File: config.mk
export PLATFORM = sky130hd
export DESIGN_NAME = circular_list_deque
export DESIGN_NICKNAME = d
export VERILOG_FILES = /design/src/cld_pkg.sv /design/src/circular_list_deque.sv /design/src/cld_ram.sv /design/src/cld_front.sv /design/src/cld_back.sv
export SDC_FILE = /design/constraint.sdc
export NUM_CORES = 1
export LEC_CHECK = 0
export ABC_CLOCK_PERIOD_IN_PS = 4700
export BUFFER_PORTS_ARGS = -buffer_cell sky130_fd_sc_hd__buf_2
export CAP_MARGIN = 20
export CORE_MARGIN = 2
export CORE_UTILIZATION = 30
export DETAILED_ROUTE_END_ITERATION = 12
export PLACE_DENSITY = 0.51
export SKIP_CTS_REPAIR_TIMING = 1
export SYNTH_ARGS = -nofsm -noshare
export SYNTH_HDL_FRONTEND = slang
export SYNTH_SLANG_ARGS = --single-unit
File: constraint.sdc
create_clock -name i_clk -period 4.7 [get_ports i_clk]
set_input_delay 0.705 -clock i_clk [delete_from_list [all_inputs] [get_ports i_clk]]
set_output_delay 0.705 -clock i_clk [all_outputs]
set_load 0.1 [all_outputs]
File: src/cld_pkg.sv
// ----------------------------------------------------------------------------
// cld_pkg
// Shared types and codes of the circular list deque.
// ----------------------------------------------------------------------------
package cld_pkg;

    localparam int DEPTH_DEF      = 16;
    localparam int DATA_WIDTH_DEF = 32;

    localparam int KIND_W   = 3;
    localparam int FIELD_W  = 32;
    localparam int STATUS_W = 2;
    localparam int OCC_W    = 5;

    localparam logic [KIND_W-1:0] KIND_PUSH_FRONT = 3'd0;
    localparam logic [KIND_W-1:0] KIND_PUSH_BACK  = 3'd1;
    localparam logic [KIND_W-1:0] KIND_POP_FRONT  = 3'd2;
    localparam logic [KIND_W-1:0] KIND_POP_BACK   = 3'd3;
    localparam logic [KIND_W-1:0] KIND_CLEAR      = 3'd4;
    localparam logic [KIND_W-1:0] KIND_DUMP       = 3'd5;

    localparam logic [STATUS_W-1:0] ST_OK    = 2'd0;
    localparam logic [STATUS_W-1:0] ST_EMPTY = 2'd1;
    localparam logic [STATUS_W-1:0] ST_FULL  = 2'd2;

    typedef enum logic [2:0] {
        OP_PUSH_FRONT,
        OP_PUSH_BACK,
        OP_POP_FRONT,
        OP_POP_BACK,
        OP_CLEAR,
        OP_DUMP,
        OP_NOP
    } t_op;

    typedef enum logic [1:0] {
        S_IDLE,
        S_POP,
        S_DUMP
    } t_state;

endpackage

File: src/circular_list_deque.sv
// A command is registered in the intake queue before it is taken; push, clear, empty
//   pops and other one-word commands load the output word when taken, pops after the read.
// Throughput: pushes and clears one per cycle unless stalled; a pop holds the next command
//   until its word loads; dumps, one word per cycle after the first read unless stalled.
// Reset: synchronous, active low; clears front index, count, queue and output valid.
//   Store contents are not cleared and stay undefined until written.
// ----------------------------------------------------------------------------
// circular_list_deque
// Fixed-depth double-ended queue on a ring store with front index and count.
// ----------------------------------------------------------------------------
module circular_list_deque #(
    parameter int DEPTH      = cld_pkg::DEPTH_DEF,
    parameter int DATA_WIDTH = cld_pkg::DATA_WIDTH_DEF
) (
    input  logic                              i_clk,
    input  logic                              i_rst_n,
    input  logic                              i_valid,
    output logic                              o_stall,
    input  logic [cld_pkg::KIND_W-1:0]        i_kind,
    input  logic signed [cld_pkg::FIELD_W-1:0] i_value,
    output logic                              o_valid,
    input  logic                              i_stall,
    output logic signed [cld_pkg::FIELD_W-1:0] o_data,
    output logic [cld_pkg::STATUS_W-1:0]      o_status,
    output logic                              o_last,
    output logic [cld_pkg::OCC_W-1:0]         o_occupancy
);

    logic                  w_cmd_valid;
    cld_pkg::t_op          w_cmd_op;
    logic [DATA_WIDTH-1:0] w_cmd_value;
    logic                  w_take;

    cld_front #(
        .DATA_WIDTH (DATA_WIDTH)
    ) u_cld_front (
        .i_clk       (i_clk),
        .i_rst_n     (i_rst_n),
        .i_valid     (i_valid),
        .o_stall     (o_stall),
        .i_kind      (i_kind),
        .i_value     (i_value),
        .o_cmd_valid (w_cmd_valid),
        .o_cmd_op    (w_cmd_op),
        .o_cmd_value (w_cmd_value),
        .i_take      (w_take)
    );

    cld_back #(
        .DEPTH      (DEPTH),
        .DATA_WIDTH (DATA_WIDTH)
    ) u_cld_back (
        .i_clk       (i_clk),
        .i_rst_n     (i_rst_n),
        .i_cmd_valid (w_cmd_valid),
        .i_cmd_op    (w_cmd_op),
        .i_cmd_value (w_cmd_value),
        .o_take      (w_take),
        .o_valid     (o_valid),
        .i_stall     (i_stall),
        .o_data      (o_data),
        .o_status    (o_status),
        .o_last      (o_last),
        .o_occupancy (o_occupancy)
    );

endmodule

File: src/cld_ram.sv
// ----------------------------------------------------------------------------
// cld_ram
// Generic single-write, single-read RAM with registered, enabled read.
// ----------------------------------------------------------------------------
module cld_ram #(
    parameter int WIDTH = 32,
    parameter int DEPTH = 16
) (
    input  logic                     i_clk,
    input  logic                     i_we,
    input  logic [$clog2(DEPTH)-1:0] i_waddr,
    input  logic [WIDTH-1:0]         i_wdata,
    input  logic                     i_re,
    input  logic [$clog2(DEPTH)-1:0] i_raddr,
    output logic [WIDTH-1:0]         o_rdata
);

    logic [WIDTH-1:0] r_mem [DEPTH];
    logic [WIDTH-1:0] r_rdata;

    always_ff @(posedge i_clk) begin
        if (i_we) begin
            r_mem[i_waddr] <= i_wdata;
        end
        if (i_re) begin
            r_rdata <= r_mem[i_raddr];
        end
    end

    assign o_rdata = r_rdata;

endmodule

File: src/cld_front.sv
// ----------------------------------------------------------------------------
// cld_front
// Command intake: decodes the kind field and queues up to two commands.
// ----------------------------------------------------------------------------
module cld_front #(
    parameter int DATA_WIDTH = cld_pkg::DATA_WIDTH_DEF
) (
    input  logic                              i_clk,
    input  logic                              i_rst_n,
    input  logic                              i_valid,
    output logic                              o_stall,
    input  logic [cld_pkg::KIND_W-1:0]        i_kind,
    input  logic signed [cld_pkg::FIELD_W-1:0] i_value,
    output logic                              o_cmd_valid,
    output cld_pkg::t_op                      o_cmd_op,
    output logic [DATA_WIDTH-1:0]             o_cmd_value,
    input  logic                              i_take
);

    cld_pkg::t_op          r_q_op  [2];
    logic [DATA_WIDTH-1:0] r_q_val [2];
    logic                  r_wp;
    logic                  r_rp;
    logic [1:0]            r_cnt;

    cld_pkg::t_op          w_op;
    logic                  w_push;
    logic                  w_pop;

    always_comb begin
        case (i_kind)
            cld_pkg::KIND_PUSH_FRONT: w_op = cld_pkg::OP_PUSH_FRONT;
            cld_pkg::KIND_PUSH_BACK:  w_op = cld_pkg::OP_PUSH_BACK;
            cld_pkg::KIND_POP_FRONT:  w_op = cld_pkg::OP_POP_FRONT;
            cld_pkg::KIND_POP_BACK:   w_op = cld_pkg::OP_POP_BACK;
            cld_pkg::KIND_CLEAR:      w_op = cld_pkg::OP_CLEAR;
            cld_pkg::KIND_DUMP:       w_op = cld_pkg::OP_DUMP;
            default:                  w_op = cld_pkg::OP_NOP;
        endcase
    end

    assign o_stall = (r_cnt == 2'd2);
    assign w_push  = i_valid && !o_stall;
    assign w_pop   = i_take && (r_cnt != 2'd0);

    always_ff @(posedge i_clk) begin
        if (!i_rst_n) begin
            r_wp  <= 1'b0;
            r_rp  <= 1'b0;
            r_cnt <= 2'd0;
        end else begin
            if (w_push) begin
                r_wp <= ~r_wp;
            end
            if (w_pop) begin
                r_rp <= ~r_rp;
            end
            case ({w_push, w_pop})
                2'b10:   r_cnt <= r_cnt + 2'd1;
                2'b01:   r_cnt <= r_cnt - 2'd1;
                default: r_cnt <= r_cnt;
            endcase
        end
    end

    always_ff @(posedge i_clk) begin
        if (w_push) begin
            r_q_op[r_wp]  <= w_op;
            r_q_val[r_wp] <= DATA_WIDTH'($unsigned(i_value));
        end
    end

    assign o_cmd_valid = (r_cnt != 2'd0);
    assign o_cmd_op    = r_q_op[r_rp];
    assign o_cmd_value = r_q_val[r_rp];

endmodule

File: src/cld_back.sv
// ----------------------------------------------------------------------------
// cld_back
// Command execution on the ring store, with the output word register.
// ----------------------------------------------------------------------------
module cld_back #(
    parameter int DEPTH      = cld_pkg::DEPTH_DEF,
    parameter int DATA_WIDTH = cld_pkg::DATA_WIDTH_DEF
) (
    input  logic                              i_clk,
    input  logic                              i_rst_n,
    input  logic                              i_cmd_valid,
    input  cld_pkg::t_op                      i_cmd_op,
    input  logic [DATA_WIDTH-1:0]             i_cmd_value,
    output logic                              o_take,
    output logic                              o_valid,
    input  logic                              i_stall,
    output logic signed [cld_pkg::FIELD_W-1:0] o_data,
    output logic [cld_pkg::STATUS_W-1:0]      o_status,
    output logic                              o_last,
    output logic [cld_pkg::OCC_W-1:0]         o_occupancy
);

    localparam int AW = $clog2(DEPTH);
    localparam int CW = $clog2(DEPTH + 1);
    localparam logic [CW-1:0] FULL_CNT = CW'(DEPTH);

    function automatic logic [AW-1:0] f_before(input logic [AW-1:0] a);
        f_before = (a == '0) ? AW'(DEPTH - 1) : a - 1'b1;
    endfunction

    function automatic logic [AW-1:0] f_after(input logic [AW-1:0] a);
        logic [AW:0] s;
        s = {1'b0, a} + 1'b1;
        f_after = (s >= (AW+1)'(DEPTH)) ? '0 : s[AW-1:0];
    endfunction

    function automatic logic [AW-1:0] f_offset(input logic [AW-1:0] a,
                                               input logic [AW:0]   off);
        logic [AW:0] s;
        s = {1'b0, a} + off;
        if (s >= (AW+1)'(DEPTH)) begin
            s = s - (AW+1)'(DEPTH);
        end
        f_offset = s[AW-1:0];
    endfunction

    cld_pkg::t_state r_state, n_state;
    logic [AW-1:0]   r_front, n_front;
    logic [CW-1:0]   r_count, n_count;
    logic [AW-1:0]   r_idx, n_idx;
    logic            r_out_valid;

    logic signed [cld_pkg::FIELD_W-1:0] r_data;
    logic [cld_pkg::STATUS_W-1:0]       r_status;
    logic                               r_last;
    logic [cld_pkg::OCC_W-1:0]          r_occ;

    logic                         w_out_free;
    logic                         w_empty;
    logic                         w_full;
    logic [AW:0]                  w_idx_nx;
    logic                         w_dump_last;
    logic [DATA_WIDTH-1:0]        w_rdata;

    logic                         w_we;
    logic [AW-1:0]                w_waddr;
    logic                         w_re;
    logic [AW-1:0]                w_raddr;
    logic                         w_ld;
    logic [cld_pkg::FIELD_W-1:0]  w_ld_data;
    logic [cld_pkg::STATUS_W-1:0] w_ld_status;
    logic                         w_ld_last;

    assign w_out_free  = !r_out_valid || !i_stall;
    assign w_empty     = (r_count == '0);
    assign w_full      = (r_count == FULL_CNT);
    assign w_idx_nx    = {1'b0, r_idx} + 1'b1;
    assign w_dump_last = (w_idx_nx == (AW+1)'(r_count));

    cld_ram #(
        .WIDTH (DATA_WIDTH),
        .DEPTH (DEPTH)
    ) u_cld_ram (
        .i_clk   (i_clk),
        .i_we    (w_we),
        .i_waddr (w_waddr),
        .i_wdata (i_cmd_value),
        .i_re    (w_re),
        .i_raddr (w_raddr),
        .o_rdata (w_rdata)
    );

    always_comb begin
        n_state = r_state;
        case (r_state)
            cld_pkg::S_IDLE: begin
                if (i_cmd_valid && w_out_free && !w_empty) begin
                    if (i_cmd_op inside {cld_pkg::OP_POP_FRONT, cld_pkg::OP_POP_BACK}) begin
                        n_state = cld_pkg::S_POP;
                    end else if (i_cmd_op == cld_pkg::OP_DUMP) begin
                        n_state = cld_pkg::S_DUMP;
                    end
                end
            end
            cld_pkg::S_POP: begin
                if (w_out_free) begin
                    n_state = cld_pkg::S_IDLE;
                end
            end
            cld_pkg::S_DUMP: begin
                if (w_out_free && w_dump_last) begin
                    n_state = cld_pkg::S_IDLE;
                end
            end
            default: n_state = cld_pkg::S_IDLE;
        endcase
    end

    always_comb begin
        n_front     = r_front;
        n_count     = r_count;
        n_idx       = r_idx;
        o_take      = 1'b0;
        w_we        = 1'b0;
        w_waddr     = r_front;
        w_re        = 1'b0;
        w_raddr     = r_front;
        w_ld        = 1'b0;
        w_ld_data   = '0;
        w_ld_status = cld_pkg::ST_OK;
        w_ld_last   = 1'b1;
        case (r_state)
            cld_pkg::S_IDLE: begin
                if (i_cmd_valid && w_out_free) begin
                    o_take = 1'b1;
                    case (i_cmd_op)
                        cld_pkg::OP_PUSH_FRONT: begin
                            w_ld = 1'b1;
                            if (w_full) begin
                                w_ld_status = cld_pkg::ST_FULL;
                            end else begin
                                w_we    = 1'b1;
                                w_waddr = f_before(r_front);
                                n_front = f_before(r_front);
                                n_count = r_count + 1'b1;
                            end
                        end
                        cld_pkg::OP_PUSH_BACK: begin
                            w_ld = 1'b1;
                            if (w_full) begin
                                w_ld_status = cld_pkg::ST_FULL;
                            end else begin
                                w_we    = 1'b1;
                                w_waddr = f_offset(r_front, (AW+1)'(r_count));
                                n_count = r_count + 1'b1;
                            end
                        end
                        cld_pkg::OP_POP_FRONT: begin
                            if (w_empty) begin
                                w_ld        = 1'b1;
                                w_ld_status = cld_pkg::ST_EMPTY;
                            end else begin
                                w_re    = 1'b1;
                                w_raddr = r_front;
                                n_front = f_after(r_front);
                                n_count = r_count - 1'b1;
                            end
                        end
                        cld_pkg::OP_POP_BACK: begin
                            if (w_empty) begin
                                w_ld        = 1'b1;
                                w_ld_status = cld_pkg::ST_EMPTY;
                            end else begin
                                w_re    = 1'b1;
                                w_raddr = f_offset(r_front, (AW+1)'(r_count) - 1'b1);
                                n_count = r_count - 1'b1;
                            end
                        end
                        cld_pkg::OP_CLEAR: begin
                            w_ld    = 1'b1;
                            n_front = '0;
                            n_count = '0;
                        end
                        cld_pkg::OP_DUMP: begin
                            if (w_empty) begin
                                w_ld        = 1'b1;
                                w_ld_status = cld_pkg::ST_EMPTY;
                            end else begin
                                w_re    = 1'b1;
                                w_raddr = r_front;
                                n_idx   = '0;
                            end
                        end
                        default: begin
                            w_ld = 1'b1;
                        end
                    endcase
                end
            end
            cld_pkg::S_POP: begin
                if (w_out_free) begin
                    w_ld      = 1'b1;
                    w_ld_data = cld_pkg::FIELD_W'(w_rdata);
                end
            end
            cld_pkg::S_DUMP: begin
                if (w_out_free) begin
                    w_ld      = 1'b1;
                    w_ld_data = cld_pkg::FIELD_W'(w_rdata);
                    w_ld_last = w_dump_last;
                    if (!w_dump_last) begin
                        n_idx   = w_idx_nx[AW-1:0];
                        w_re    = 1'b1;
                        w_raddr = f_offset(r_front, w_idx_nx);
                    end
                end
            end
            default: begin
                w_ld = 1'b0;
            end
        endcase
    end

    always_ff @(posedge i_clk) begin
        if (!i_rst_n) begin
            r_state     <= cld_pkg::S_IDLE;
            r_front     <= '0;
            r_count     <= '0;
            r_out_valid <= 1'b0;
        end else begin
            r_state <= n_state;
            r_front <= n_front;
            r_count <= n_count;
            if (w_ld) begin
                r_out_valid <= 1'b1;
            end else if (!i_stall) begin
                r_out_valid <= 1'b0;
            end
        end
    end

    always_ff @(posedge i_clk) begin
        r_idx <= n_idx;
        if (w_ld) begin
            r_data   <= $signed(w_ld_data);
            r_status <= w_ld_status;
            r_last   <= w_ld_last;
            r_occ    <= cld_pkg::OCC_W'(n_count);
        end
    end

    assign o_valid     = r_out_valid;
    assign o_data      = r_data;
    assign o_status    = r_status;
    assign o_last      = r_last;
    assign o_occupancy = r_occ;

endmodule

Word level (Yosys, flattened, before mapping)
Memories as Yosys holds them, arrays and structs flattened. A register that Yosys moved wholly into a read port is not among the register bits.
Cells that the tools add are included.
Cells by class
  add/subtract/negate cells: 13
  multiply operators: 0
  divide/modulo/power cells: 0
  magnitude comparators: 4
  equality and inequality tests: 28
  shifts and indexed selects: 0
  multiplexer cells: 67
  bitwise logic cells: 2
  reduce and logical (&&, ||, !) cells: 30
Operators by type and width (count)
  $mux W4: 20
  $mux W1: 26
  $pmux W4 S2: 3
  $ge A5 B5 Y1 const B: 4
  $mux W5: 4
  $pmux W3 S6: 1
  $sub A4 B1 Y4 const B: 4
  $add A4 B5 Y5: 3
  $pmux W5 S3: 1
  $ne A2 B1 Y1 const B: 7
  $eq A3 B2 Y1 const B: 4
  $eq A3 B3 Y1 const B: 4
  $mux W2: 6
  $pmux W4 S3: 1
  $add A4 B1 Y5 const B: 2
  $pmux W2 S2: 2
  $reduce_and A4 Y1: 2
  $reduce_bool A2 Y1: 4
  $eq A2 B2 Y1 const B: 3
  $eq A3 B1 Y1 const B: 2
  $logic_not A3 Y1: 2
  $ne A2 B2 Y1 const B: 3
  $pmux W2 S3: 1
  $reduce_and A2 Y1: 3
  other kinds (20): 32
Word-level totals
  bits in registers: 60
  bits in latches: 0
  RAM bits: 582
  bits in read-only memories: 0
  input port bits: 39
  output and inout port bits: 42
  word-level logic and storage cells: 159
  memories kept: 3
Memories
  u_cld_back.u_cld_ram.r_mem: depth 16, width 32, read ports 1, clocked after Yosys merged registers in 1, write ports 1, line cld_ram.sv:18  | logic [WIDTH-1:0] r_mem [DEPTH];
  u_cld_front.r_q_val: depth 2, width 32, read ports 1, clocked after Yosys merged registers in 1, write ports 1, line cld_front.sv:21  | logic [DATA_WIDTH-1:0] r_q_val [2];
  u_cld_front.r_q_op: depth 2, width 3, read ports 1, clocked after Yosys merged registers in 1, write ports 1, line cld_front.sv:20  | cld_pkg::t_op r_q_op [2];

Longest topological paths before layout
  word-level depth: 8
  gate-level depth with buffers: 14
  mapped depth without buffers: 12

Cells and area by module
From an unflattened synthesis, not the netlist that was laid out.
Second synthesis, totals
  cell total of the unflattened synthesis: 1322
  area, all modules: 26430.3 um^2
By module, submodules not included
  cld_ram: times used 1, cells an instance 838, area an instance 20155.6 um^2, seq. area each 16335.7 um^2
  cld_back: times used 1, cells an instance 346, area an instance 3504.6 um^2, seq. area each 1561.5 um^2
  cld_front: times used 1, cells an instance 138, area an instance 2770.2 um^2, seq. area each 2202.1 um^2

Least setup slack after synthesis
OpenSTA, ideal clock, no wires.
  kind: register to register
  from: register u_cld_back.r_out_valid (netlist: u_cld_back.o_valid)
  to: register u_cld_back.u_cld_ram.r_rdata[0] (netlist: u_cld_back.u_cld_ram.o_rdata[0]), read port of u_cld_back.u_cld_ram.r_mem (enable)
  setup time: 0.466 ns
  data arrival time: 3.749 ns
  data required time: 4.234 ns
  setup slack: 0.485 ns
  cell stages (with the launch flop): 6
  buffers on the path: 0
  clock period less this slack: 4.215 ns
  cells stage by stage: dfxtp_1 > a2bb2oi_2 > nand2_1 > inv_1 > nand2_1 > o21ai_0
Between the ends
  cells in the longest elaborated chain, start to end: 5
  elaborated cells between the ends (all ways): 9
  those cells by class: mux: 6; reduce/logical: 3
Ends and longest elaborated chain
  start, declared: line cld_back.sv:51  | logic r_out_valid;
  start signal, assigned: line cld_back.sv:229  | r_out_valid <= 1'b0;
  start signal, assigned: line cld_back.sv:235  | r_out_valid <= 1'b1;
  start signal, assigned: line cld_back.sv:237  | r_out_valid <= 1'b0;
  $logic_not A1 Y1 *: line cld_back.sv:74  | assign w_out_free = !r_out_valid || !i_stall;
  $logic_or A1 B1 Y1 *: line cld_back.sv:74
  $logic_and A1 B1 Y1: line cld_back.sv:134  | if (i_cmd_valid && w_out_free) begin
  $mux W1: line cld_back.sv:134
  $pmux W1 S2 *: line cld_back.sv:132  | case (r_state)
  named net u_cld_back.u_cld_ram.i_re: line cld_ram.sv:13  | input logic i_re,
  end, declared: line cld_ram.sv:19  | logic [WIDTH-1:0] r_rdata;
Mark *: on every way through the listed nets, which the timed path passes. The rest lies on a longest branch.
A chain may end at the register's enable or synchronous reset.

Final worst setup path
  from: register u_cld_back.r_count[1]
  to: register u_cld_back.u_cld_ram.r_rdata[12] (netlist: u_cld_back.u_cld_ram.o_rdata[12]), read port of u_cld_back.u_cld_ram.r_mem (data pin)
Between the ends
  cells in the longest elaborated chain, start to end: 8
  elaborated cells between the ends (all ways): 19
  those cells by class: add/sub: 3; order compare: 1; eq/ne: 1; mux: 13; reduce/logical: 1
Ends and longest elaborated chain
  start, declared: line cld_back.sv:49  | logic [CW-1:0] r_count, n_count;
  start signal, assigned: line cld_back.sv:233  | r_count <= n_count;
  $sub A5 B1 Y5: line cld_back.sv:175  | w_raddr = f_offset(r_front, (AW+1)'(r_count) - 1'b1);
  $add A4 B5 Y5: line cld_back.sv:40  | s = {1'b0, a} + off;
  $sub A4 B1 Y4 or $ge A5 B5 Y1 (tied branches): line cld_back.sv:42, cld_back.sv:41
  $mux W4: line cld_back.sv:41  | if (s >= (AW+1)'(DEPTH)) begin
  $mux W4: line cld_back.sv:170  | if (w_empty) begin
  $mux W4
  $mux W4: line cld_back.sv:134
  $pmux W4 S2: line cld_back.sv:132
Parallel ways exist; a longest one is shown, timed or not.

==> results.cfg <==
[detailed_routing]
drtPass1Iterations = 5
final_antenna_net_count = 0
remaining_drc_errors = 0
drt_iter0_markers = 1430
vias = 16227
finalWirelength_um = 72460
routedWlPerCell_um = 22.11
routed_via_density = 4.952

[floorplanning]
die_x_um = 306.5
ios = 81
die-area_um2 = 93910
start_util = 0.3040
rows = 110
die_y_um = 306.5
coreArea_um2 = 90290

[yosys]
syn_area_um2 = 27440
ys_ff_latch = 675
synthArstFlopShare = 0
synth.distinct_cells = 73
synthMostInstantiatedCell = edfxtp_1
synthCells = 1950
synth-edff-count = 658
ys_seq_area_frac = 0.7324
netlist_top_cells_count = edfxtp_1, nand2_1, nand3_1
syn_avg_cell_area_um2 = 14.07
synthFlopType = edfxtp_1
synth.largest_area_cell = edfxtp_1
syn_nets = 2012
yosys_warnings = 0
synth_top_area_share = 0.7200
synth_area_leaders = edfxtp_1, nand2_1, nand3_1, mux2i_1, a21oi_1

[placed_design]
placed_cell_area_um2 = 29520
gp_congestion = 0.7898
io_buffer_count = 80
dp_slack_ps = 522.8
place.detailed.hpwl_um = 39410

[hold_path]
hold_class = input port to register
holdCritStartpoint = i_value[2]

[sta]
max_freq_mhz = 250.1
whs_ps = 273.6
finClkSkew_ps = 28.52
tightest_slew_ps = 942.8
relSlewSlack = 0.3687
finalCritPeriodShare = 0.8508
setup_viol = 0
rsz0062_at_grt = no
fin_setup_tns_ps = 0
slew_viol_final = 0
hold_viol = 0
finalCriticalPeriod_ps = 3999
fin_ws_ps = 701.4

[setup_path]
critPathKind = register to register
cp-startpoint = u_cld_back.r_count[1]
reg2reg_from = u_cld_back.r_count[1]
cp-end-kind = register
cp.arrival_ps = 4350
critPathMaxStageDelay_ps = 790
required_ps = 5050
crit_path_cell_trace = inv_1, ha_1, inv_1, ha_1, a21o_1, a21oi_1, xnor2_1, o21ai_0, o2111a_1, nor4_4, buf_12, a22o_1, nor4_2
slowest_stage = nor4_4
critPathLaunchType = register
critPathMaxFanout = 24

[power_and_ir_drop]
vdd_drop_max_v = 0.0005399
p_leak_nw = 11.17
power.density_nw_per_um2 = 650.6

[final_layout]
area_growth_syn_to_layout_pct = 16.17
layout-drive-gt1-share = 0.1495
regArea_um2 = 20100
fin_area_um2 = 31880
multi_input_area_um2 = 6889
nNetsFinal = 2105
fillers = 8691

[grt]
grt_pass1_vias = 16452
grt_max_degree = 132
grt_pass1_wl_um = 107500
track_usage = 0.1533
overflow = 0
antenna_found_initial = 3

[cts]
cts_tree = built
cts.clk_slew.worst_paths_ps = 60
clock_sink_count = 675
cts_root_buf = clkbuf_16
cts_buffers = 76
ctsLongestPathBuffers = 3
clock_latency_ps = 630
htree_levels = 3

[run_status]
status = finished, final reports clean

[job]
maxCapViolations = 0
-- cell usage in the layout, fill, tap and decap left out, drive strengths merged, types with 4 or more instances in the layout --
cell type,n
xnor2,11
nor3,6
o211a,5
nor2,40
clkbuf,102
a21boi,4
nor2b,5
nand2,407
o21a,4
a211oi,36
nand3,200
mux2,34
clkinv,31
a21oi,79
o21ai,25
xor2,10
inv,22
and3,37
a22o,32
nand2b,9
buf,129
mux2i,67
dfxtp,17
o211ai,6
edfxtp,658
ha,20
o31ai,5
and2,14
nor4,34
-- where the power goes --
| group | internal (mW) | switching [mW] |
|---|---|---|
| registers | 7.70 | 0.226 |
| clock network | 3.19 | 2.36 |
| logic | 1.91 | 5.35 |
| total | 12.8 | 7.94 |
-- state kept, by name, indices dropped and copies added, names as in the netlist, named ones only --
signal                        flops
u_cld_back.r_count                5
u_cld_back.o_valid                1
u_cld_front.r_cnt                 2
u_cld_back.o_data                32
u_cld_back.r_state                2
u_cld_back.r_front                4
u_cld_back.o_last                 1
u_cld_front.r_wp                  1
u_cld_back.r_idx                  4
u_cld_back.u_cld_ram.r_mem      512
u_cld_back.u_cld_ram.o_rdata     32
u_cld_back.o_status               2
u_cld_front.r_q_val              64
u_cld_back.o_occupancy            5
u_cld_front.r_rp                  1
u_cld_front.r_q_op                6
-- critical path, delay by kind of cell (launching register included) --
kind | cells | cell delay (ps)
AOI/OAI and AO/OA | 5 | 1020
adders and majority gates | 2 | 650
xor gates and xnor gates | 1 | 170
buffers and inverters | 3 | 480
and+or+nand+nor | 2 | 840
DFF | 1 | 540
-- logic make-up (layout without fill, tap and decap cells) --
kind of cell,Yosys count,count (layout),share of synthesized area
xor+xnor,21,21,0.006976
compound gates,228,228,0.05895
other cells,0,1,0
simple gates,766,766,0.1284
buf+inv,136,286,0.02357
flops,675,675,0.7324
fa+ha+maj,23,23,0.01131
mux,101,101,0.03839
-- metal layers --
metal | GRT usage | wire [µm] | share of wire | up-vias
met5 | 0 | 0 | 0 | -
met4 | 0.04822 | 1607 | 0.022 | 0
met3 | 0.02495 | 3975 | 0.055 | 101
met2 | 0.2552 | 35150 | 0.49 | 443
met1 | 0.2046 | 31720 | 0.44 | 8212
li1 | - | - | - | 7471
-- final timing paths --
kind	depth (start not counted)	slack, ps	to
max	13	700	u_cld_back.u_cld_ram.o_rdata[12]
min	1	270	u_cld_front.r_q_val[1][2]
max reg2reg	13	700	u_cld_back.u_cld_ram.o_rdata[12]
min reg2reg	2	540	u_cld_back.r_state[1]
-- through the flow --
| step | total power, mW | instances | util |
|---|---|---|---|
| finish | 20.74 | 3277 | 0.3531 |
| CTS | 20.94 | 3275 | 0.3528 |
| floorplan | 13.16 | 1950 | - |
| global placement | 15.26 | 3140 | 0.3269 |
| detailed placement | 15.35 | 3140 | 0.3269 |
| global route | 21.74 | 3277 | 0.3531 |
-- final cells by class --
class | instances | share of cell area
clock inverter | 33 | 0.008869
timing repair buffer | 129 | 0.03140
tap | 1176 | 0.04615
clock buffer | 102 | 0.06436
inverter | 22 | 0.002590
antenna | 1 | 0.00007849
multi-input combinational | 1139 | 0.2161
sequential | 675 | 0.6305
Power figures use the tool's default switching activity.
